[src/hdl/first_match_prefix_route_table_defines.svh]
// Assertion macros used by the route table datapath.
// They expect a clock named clk and a synchronous reset named rst in scope.
`ifndef FIRST_MATCH_PREFIX_ROUTE_TABLE_DEFINES_SVH
`define FIRST_MATCH_PREFIX_ROUTE_TABLE_DEFINES_SVH

// The consequent must hold in the same cycle as the antecedent.
`define FMPRT_CHECK_NOW(lbl, ante, cons, msg) \
  lbl: assert property (@(posedge clk) disable iff (rst) (ante) |-> (cons)) \
    else $error(msg);

// The consequent must hold in the cycle after the antecedent.
`define FMPRT_CHECK_NEXT(lbl, ante, cons, msg) \
  lbl: assert property (@(posedge clk) disable iff (rst) (ante) |=> (cons)) \
    else $error(msg);

`endif

[src/hdl/fmprt_pkg.sv]
package fmprt_pkg;

  localparam int DEF_MAX_ROUTES = 32;
  localparam int DEF_MAX_PREFIX = 64;

  localparam int CMD_W     = 2;
  localparam int SLOT_W    = 5;
  localparam int POS_W     = 6;
  localparam int BYTE_W    = 8;
  localparam int PLEN_W    = 7;
  localparam int METH_W    = 8;
  localparam int CFG_W     = 6;
  localparam int OUT_IDX_W = 5;

  localparam logic [METH_W-1:0] METH_ANY = '0;

  typedef enum logic [CMD_W-1:0] {
    CMD_WR_BYTE    = 2'd0,
    CMD_WR_HEADER  = 2'd1,
    CMD_PATH_BYTE  = 2'd2,
    CMD_EMPTY_PATH = 2'd3
  } cmd_t;

  typedef enum logic [1:0] {
    ST_IDLE,
    ST_SCAN,
    ST_EVAL,
    ST_DONE
  } state_t;

  typedef struct packed {
    logic accept;
    logic load;
    logic scan;
    logic finish;
  } ctl_t;

  typedef struct packed {
    logic scan_end;
    logic has_result;
    logic out_free;
  } status_t;

endpackage

[src/hdl/fmprt_ctrl.sv]
module fmprt_ctrl
  import fmprt_pkg::*;
(
  input  logic             clk,
  input  logic             rst,
  input  logic             in_valid,
  input  logic [CMD_W-1:0] cmd,
  input  status_t          st,
  output logic             in_stall,
  output ctl_t             ctl
);

  state_t state;
  state_t state_next;

  always_ff @(posedge clk) begin
    if (rst) begin
      state <= ST_IDLE;
    end else begin
      state <= state_next;
    end
  end

  always_comb begin
    state_next = state;
    ctl        = '0;
    in_stall   = 1'b1;
    case (state)
      ST_IDLE: begin
        in_stall = 1'b0;
        if (in_valid) begin
          ctl.accept = 1'b1;
          if (cmd_t'(cmd) inside {CMD_PATH_BYTE, CMD_EMPTY_PATH}) begin
            ctl.load   = 1'b1;
            state_next = ST_SCAN;
          end
        end
      end
      ST_SCAN: begin
        ctl.scan = 1'b1;
        if (st.scan_end) begin
          state_next = ST_EVAL;
        end
      end
      ST_EVAL: begin
        state_next = ST_DONE;
      end
      ST_DONE: begin
        if (!st.has_result || st.out_free) begin
          ctl.finish = 1'b1;
          state_next = ST_IDLE;
        end
      end
      default: begin
        state_next = ST_IDLE;
      end
    endcase
  end

endmodule

[config.mk]
export PLATFORM = sky130hd
export DESIGN_NAME = fmprt_ctrl
export DESIGN_NICKNAME = d
export VERILOG_FILES = /design/src/hdl/first_match_prefix_route_table_defines.svh /design/src/hdl/fmprt_pkg.sv /design/src/hdl/fmprt_ctrl.sv
export SDC_FILE = /design/constraint.sdc
export NUM_CORES = 1
export LEC_CHECK = 0
export BUFFER_PORTS_ARGS = -buffer_cell sky130_fd_sc_hd__buf_2
export CAP_MARGIN = 0
export CORE_AREA = 2 2 39 41
export CTS_BUF_LIST = sky130_fd_sc_hd__clkbuf_16
export CTS_CLUSTER_DIAMETER = 120
export CTS_CLUSTER_SIZE = 8
export DETAILED_ROUTE_END_ITERATION = 10
export DIE_AREA = 0 0 41 43
export MAX_ROUTING_LAYER = met4
export SYNTH_ARGS = -nofsm -noshare
export SYNTH_HDL_FRONTEND = slang
export SYNTH_SLANG_ARGS = --single-unit
[constraint.sdc]
create_clock -name clk -period 1.8 [get_ports clk]
set_clock_uncertainty 0.05 [all_clocks]
set_input_delay 0.36 -clock clk [delete_from_list [all_inputs] [get_ports clk]]
set_output_delay 0.36 -clock clk [all_outputs]
set_load 0.03 [all_outputs]
Yosys cells after proc, flatten, opt, wreduce, memory -nomap -nowiden. Cells that the tools add are included.

Output and inout bits: 5. Input port bits: 8. Register bits after elaboration: 2.

Equal/unequal tests: 9. Mux-type cells: 12. Reductions and logical operators: 5.

Operators with widths (count): 2-to-1 mux 2 bit (6); equality test 2 bit, second input constant (4); != test 2 bit, second input constant (4); one-hot mux 2 bit (4 select lines) (1); 2-to-1 mux 1 bit (5); AND reduction 4 bit (1); equality test 2 x 1 -> 1 bit, second input constant (1); zero test 2 bit (1); nonzero test 2 bit (1); zero test 1 bit (1); logical OR 1 bit (1).

Depth between registers and ports, before layout. Gate-level depths: netlist of the first run.

Depth in word-level cells: 5. Mapped depth: 5.

Worst setup path after synthesis of the first run. OpenSTA, ideal clock, no wires.

Path type: flip-flop to output port. Start point: register state[1]. End point: output port ctl[0] in the netlist's numbering. Arrival: 1.228 ns. Required time: 1.390 ns. Cell stages (with the launch flop): 3. Slack: 0.162 ns. Cell sequence: dfxtp_1 > ha_1 > a21boi_0.

RTL lines: start: declaration (RTL line fmprt_ctrl.sv:13) `state_t state;`; start signal: assignment (RTL line fmprt_ctrl.sv:20) `state <= state_next;`; end: declaration (RTL line fmprt_ctrl.sv:10) `output ctl_t ctl`.

==> results.json, run 1 <==
{
  "status": "completed",
  "mostFrequentLayoutCells": "11 x buf_2, 5 x inv_1, 5 x ha_1",
  "route.met3.wl_um": 58,
  "fillCellCount": 154,
  "cts-root-buf": "clkbuf_16",
  "synth.distinct_cells": 15,
  "ys_seq_elements": 2,
  "cp_slowest_cell": "dfxtp_1",
  "largest_reg_flops": 2,
  "place_ws_ns": 0.226,
  "cp_num_buf_inv": 2,
  "postCtsSetupBuffers": 0,
  "ys_top_cells_by_area": "ha_1 29%, dfxtp_1 19%, inv_1 8.8%",
  "areaGrowthSynthToFinish_pct": 70.6,
  "power_leakage_uw": 0.000203,
  "wl_met2_um": 189,
  "cts_hold_buffers": 0,
  "period_minus_slack_ns": 1.66,
  "critPathMaxStageDelay_ns": 0.37,
  "worst-setup-path-type": "reg -> out",
  "core_area_mm2": 0.00138,
  "r2r-end": "state[0]",
  "top_register": "state",
  "io_buffers": 11,
  "final_common_cell": "buf_2",
  "wire_per_inst_um": 7.98,
  "timing.rr.start": "state[1]",
  "irDropWorstVdd_mv": 0.649,
  "row_count": 14,
  "avgSynthCellArea_um2": 8.51,
  "grt_max_degree": 5,
  "fin_tns_setup_ns": 0,
  "gr-total-overflow": 0,
  "highest_layer": "met3",
  "critPathTopFamily": "flip-flops",
  "cts_tree": "built",
  "grt_pass1_wl_um": 648,
  "clock_latency_ns": 0.22,
  "layout-drive-gt1-share_pct": 41.0,
  "ant_nets": 0,
  "path_cells": "inv_1 > ha_1 > and3_2 > buf_2",
  "hold_slack_ns": 0.332,
  "arrival_ns": 1.25,
  "clk_pin_slew_ns": 0.03,
  "largest_registers": "state (2)",
  "initial_core_util_pct": 15.4,
  "drv_slew": 0,
  "final_util_pct": 26.2,
  "cts_buffers": 3,
  "r2r_setup_slack_ns": 0.23,
  "fp.dieH_um": 43,
  "synth_top_cell_area_share_pct": 29.4,
  "grt_pass1_vias": 198,
  "met1Wirelength_um": 190,
  "setup_viol": 0,
  "ys_seq_area_share_pct": 18.8,
  "final_nets": 54,
  "place_congestion": 0.581,
  "antenna_found_initial": 0,
  "via_per_inst": 3.89,
  "clock.fmax_mhz": 604,
  "cp.required_ns": 1.39,
  "rsz0062_at_grt": "no",
  "rr_worst_depth": 5,
  "yosysWarnings": 0,
  "cts_max_level": 1,
  "hold_path_end": "state[0]",
  "slew_headroom_pct": 80.6,
  "num_vias": 214,
  "hold_viol_final": 0,
  "hold_start": "rst",
  "grt_usage_pct": 6.46,
  "antenna_cells": 0,
  "dpl.hpwl_um": 365,
  "cellPowerDensity_mw_per_mm2": 1950,
  "endpoint_kind": "primary output",
  "synth_nets": 38,
  "drc": 0,
  "die-area_mm2": 0.00176,
  "cts_resized": 0,
  "start_kind": "flip-flop",
  "tightestPinTransition_ns": 0.288,
  "netlist.top_cell.by_area": "ha_1",
  "wirelength_um": 439,
  "syn_area_um2": 213,
  "setup_ws_ns": 0.144,
  "fin_crit_sh_pct": 92.0,
  "power.total_uw": 706,
  "clk_path_buf_depth": 2,
  "firstDrtPassIters": 4,
  "worstHoldPathCells": 2,
  "clock-sinks": 2,
  "io_pins": 13,
  "path_max_fanout": 4,
  "hold_path.class": "in -> reg",
  "die_w_um": 41,
  "syn_inst": 25,
  "dr.first_iter.drc_count": 5,
  "maxCapViolCount": 0
}
==> layer usage <==
metal | vias to the layer above | global-route usage (%)
met5 | - | -
met4 | 0 | 8.00
met3 | 0 | 4.71
met2 | 14 | 7.81
met1 | 89 | 5.41
li1 | 111 | -
==> cell usage after synthesis <==
library cell / instances
and3b_1: 1
and2b_1: 1
nand2_1: 2
a21boi_0: 1
o31ai_1: 1
nor3_1: 1
and2_2: 1
inv_1: 5
ha_1: 5
and3_2: 1
a21boi_1: 1
dfxtp_1: 2
or4_1: 1
o21bai_1: 1
mux2i_1: 1
==> metrics by stage <==
step           area (µm²)  cells
2_1_floorplan         213     25
3_3_place_gp          288     52
3_5_place_dp          288     52
4_1_cts               363     55
5_1_grt               363     55
6_report              363     55
==> how the worst max path moves through the flow <==
stage	start	end	slack [ns]	cells past startpoint
floorplan	state[1]	ctl[0]	0.16	2
global route	state[0]	ctl[2]	0.08	4
finish	state[1]	ctl[2]	0.14	4
CTS	state[0]	ctl[2]	0.13	4
detailed placement	state[0]	state[0]	0.23	5
global placement	state[1]	state[0]	0.25	5
==> final cells by class <==
cell class                      count  area (µm²)  share of cell area (%)
Clock buffer                        3        75.1                    20.7
Multi-Input combinational cell     18         154                    42.4
Sequential cell                     2        40.0                    11.0
Timing Repair Buffer               11        55.1                    15.2
Inverter                            5        18.8                    5.17
Tap cell                           16        20.0                    5.52
==> kinds of logic (layout without fill, tap and decap cells) <==
family,count (synthesis),in the layout,share of synthesized area [%]
AOI/OAI and AO/OA,4,4,14.1
adders and majority gates,5,5,29.4
buffers and inverters,5,19,8.82
DFF,2,2,18.8
muxes,1,1,4.71
and+or+nand+nor,8,8,24.1
==> power breakdown <==
group / switching (µW) / total, µW / internal, µW
Sequential: 17.4 / 81.4 / 64.1
Clock: 48.0 / 330 / 282
Combinational: 184 / 294 / 110
(Power assumes the default switching activity.)
==> inputs of run 2 (changes only) <==
--- a/config.mk
+++ b/config.mk
@@ -5,11 +5,12 @@
 export SDC_FILE = /design/constraint.sdc
 export NUM_CORES = 1
 export LEC_CHECK = 0
+export ABC_AREA = 1
 export BUFFER_PORTS_ARGS = -buffer_cell sky130_fd_sc_hd__buf_2
 export CAP_MARGIN = 0
 export CORE_AREA = 2 2 39 41
 export CTS_BUF_LIST = sky130_fd_sc_hd__clkbuf_16
-export CTS_CLUSTER_DIAMETER = 120
+export CTS_CLUSTER_DIAMETER = 150
 export CTS_CLUSTER_SIZE = 8
 export DETAILED_ROUTE_END_ITERATION = 10
 export DIE_AREA = 0 0 41 43
==> constraint.sdc (replaced) <==
create_clock -name clk -period 1.7 [get_ports clk]
set_clock_uncertainty 0.05 [all_clocks]
set_input_delay 0.34 -clock clk [delete_from_list [all_inputs] [get_ports clk]]
set_output_delay 0.34 -clock clk [all_outputs]
set_load 0.03 [all_outputs]
==> run 2 against run 1 <==
Global-route usage rose by 1.8 points. Worst hold slack lost 0.015 ns. Clock power up 7.6%. Utilization up 1.6 points. Register-to-register slack better by 0.28 ns. Design area rose by 6.2%.
==> results.json, run 2 <==
{
  "async_flop_share_pct": 0,
  "synth.distinct_cells": 10,
  "firstDrtPassIters": 1,
  "synth_nets": 47,
  "power_leakage_uw": 0.000235,
  "ys_seq_elements": 2,
  "cts-root-buf": "clkbuf_16",
  "grt_usage_pct": 8.31,
  "hold_viol_final": 0,
  "dp.cells": 61,
  "final_common_cell": "buf_2",
  "endpoint_kind": "primary output",
  "ys_top_cells_by_area": "ha_1 27%, dfxtp_1 17%, inv_1 16%",
  "gr-total-overflow": 0,
  "clock_latency_ns": 0.22,
  "areaGrowthSynthToFinish_pct": 63.8,
  "antenna_found_initial": 0,
  "antenna_cells": 0,
  "critPathMaxStageDelay_ns": 0.32,
  "initial_core_util_pct": 17.0,
  "num_vias": 250,
  "via_per_inst": 3.91,
  "postCtsSetupBuffers": 0,
  "clk_pin_slew_ns": 0.03,
  "grt_pass1_vias": 225,
  "path_max_fanout": 4,
  "cts_resized": 0,
  "dr.first_iter.drc_count": 0,
  "top_register": "state",
  "final_util_pct": 27.8,
  "synth_edf_count": 0,
  "layout-drive-gt1-share_pct": 35.4,
  "rsz0062_at_grt": "no",
  "cts_max_level": 1,
  "path_cells": "inv_1 > ha_1 > inv_1 > nor2_1 > buf_2",
  "hold_path.class": "in -> reg",
  "critPathTopFamily": "buffers and inverters",
  "crit_end": "ctl[2]",
  "timing.rr.start": "state[0]",
  "wire_per_inst_um": 8.06,
  "place_ws_ns": 0.313,
  "syn_inst": 34,
  "cellPowerDensity_mw_per_mm2": 2130,
  "cts_hold_buffers": 0,
  "status": "completed",
  "r2r_setup_slack_ns": 0.51,
  "place_congestion": 0.632,
  "maxCapViolCount": 0,
  "setup_ws_ns": 0.0771,
  "grt_max_degree": 5,
  "io_pins": 13,
  "fin_tns_setup_ns": 0,
  "worst-setup-path-type": "reg -> out",
  "hold_slack_ns": 0.317,
  "mostFrequentLayoutCells": "11 x buf_2, 10 x inv_1, 7 x nand2_1",
  "clk_path_buf_depth": 2,
  "hold_start": "rst",
  "grt_pass1_wl_um": 765,
  "cp.required_ns": 1.31,
  "ys.flop_type": "dfxtp_1",
  "arrival_ns": 1.23,
  "wirelength_um": 516,
  "synth_most_common_cell": "inv_1",
  "r2r-end": "state[0]",
  "final_cells": 64,
  "slew_headroom_pct": 89.7,
  "period_minus_slack_ns": 1.62,
  "dpl.hpwl_um": 380,
  "setup_viol": 0,
  "cp_num_buf_inv": 3,
  "ys_seq_area_share_pct": 17.0,
  "clock-sinks": 2,
  "avgSynthCellArea_um2": 6.92,
  "core_area_mm2": 0.00138,
  "ant_nets": 0,
  "tightestPinTransition_ns": 0.155,
  "largest_registers": "state (2)",
  "fp.dieH_um": 43,
  "die_w_um": 41,
  "cp-startpoint": "state[0]",
  "cts_tree": "built",
  "io_buffers": 11,
  "final_nets": 63,
  "cp_slowest_cell": "dfxtp_1",
  "clock.fmax_mhz": 616,
  "cts_buffers": 3,
  "drc": 0,
  "fin_crit_sh_pct": 95.5,
  "worst_path_most_repeated_cell": "inv_1",
  "syn_area_um2": 235,
  "synth_top_cell_area_share_pct": 26.6,
  "irDropWorstVdd_mv": 0.550,
  "drv_slew": 0,
  "die-area_mm2": 0.00176,
  "yosysWarnings": 0,
  "netlist.top_cell.by_area": "ha_1",
  "row_count": 14,
  "rr_worst_depth": 7,
  "synth_common_cells": "10 x inv_1, 7 x nand2_1, 5 x ha_1, 4 x nor2_1",
  "path_depth": 5,
  "start_kind": "flip-flop",
  "largest_reg_flops": 2
}
==> run 2: cell types whose count changed after synthesis, sizes merged, moves of 2 or more <==
| cell | delta |
|---|---|
| inv | +5 |
| nand4 | +2 |
| nand2 | +6 |
| nand3 | +2 |
| nor2 | +4 |
==> run 2: area by class of cell <==
cell class	count	area, µm²
fillers	156	998
multi-input cells	22	158
clock buffers	3	75.1
repair buffers	11	55.1
flip-flops and latches	2	40.0
inverters	10	37.5
well taps	16	20.0
==> run 2: tightest hold or removal path, stage by stage <==
cell and delay (ns):
buf_2 0.07, inv_1 0.04, nand2_1 0.05, nor2_1 0.03
==> run 2: cell families after synthesis <==
logic type / count (synthesis) / synth area share [%]
AO/OA/AOI/OAI: 1 / 3.19
adder cells (fa/ha/maj): 5 / 26.6
buffers and inverters: 10 / 16.0
flip-flops: 2 / 17.0
AND/OR/NAND/NOR: 16 / 37.2
==> run 2: how the worst min path moves through the flow <==
stage,slack [ns],cells after the start,to
floorplan,0.45,3,state[0]
global placement,0.55,4,state[0]
detailed placement,0.55,4,state[0]
CTS,0.32,4,state[0]
global route,0.34,4,state[0]
finish,0.32,4,state[0]
==> run 2: metal layers <==
layer  global-route usage [%]  share of wire [%]  vias to the layer above  routed length (µm)
li1                         -                  -                      132                   -
met1                     4.78                 31                      104                 162
met2                     11.3                 51                        9                 265
met3                     6.28                 11                        5                  56
met4                     12.0                6.0                        0                  31
met5                        -                  0                        -                   0
==> run 2: stage by stage <==
step	area (µm²)	total power, µW
after floorplan	235	384
after global placement	310	457
after detailed placement	310	466
after CTS	385	833
after global routing	385	876
final	385	821
==> run 2: where the power goes <==
group	switching (µW)	internal, µW
combinational	253	127
sequential	16.4	69.5
clock	56.0	299
total	325	496
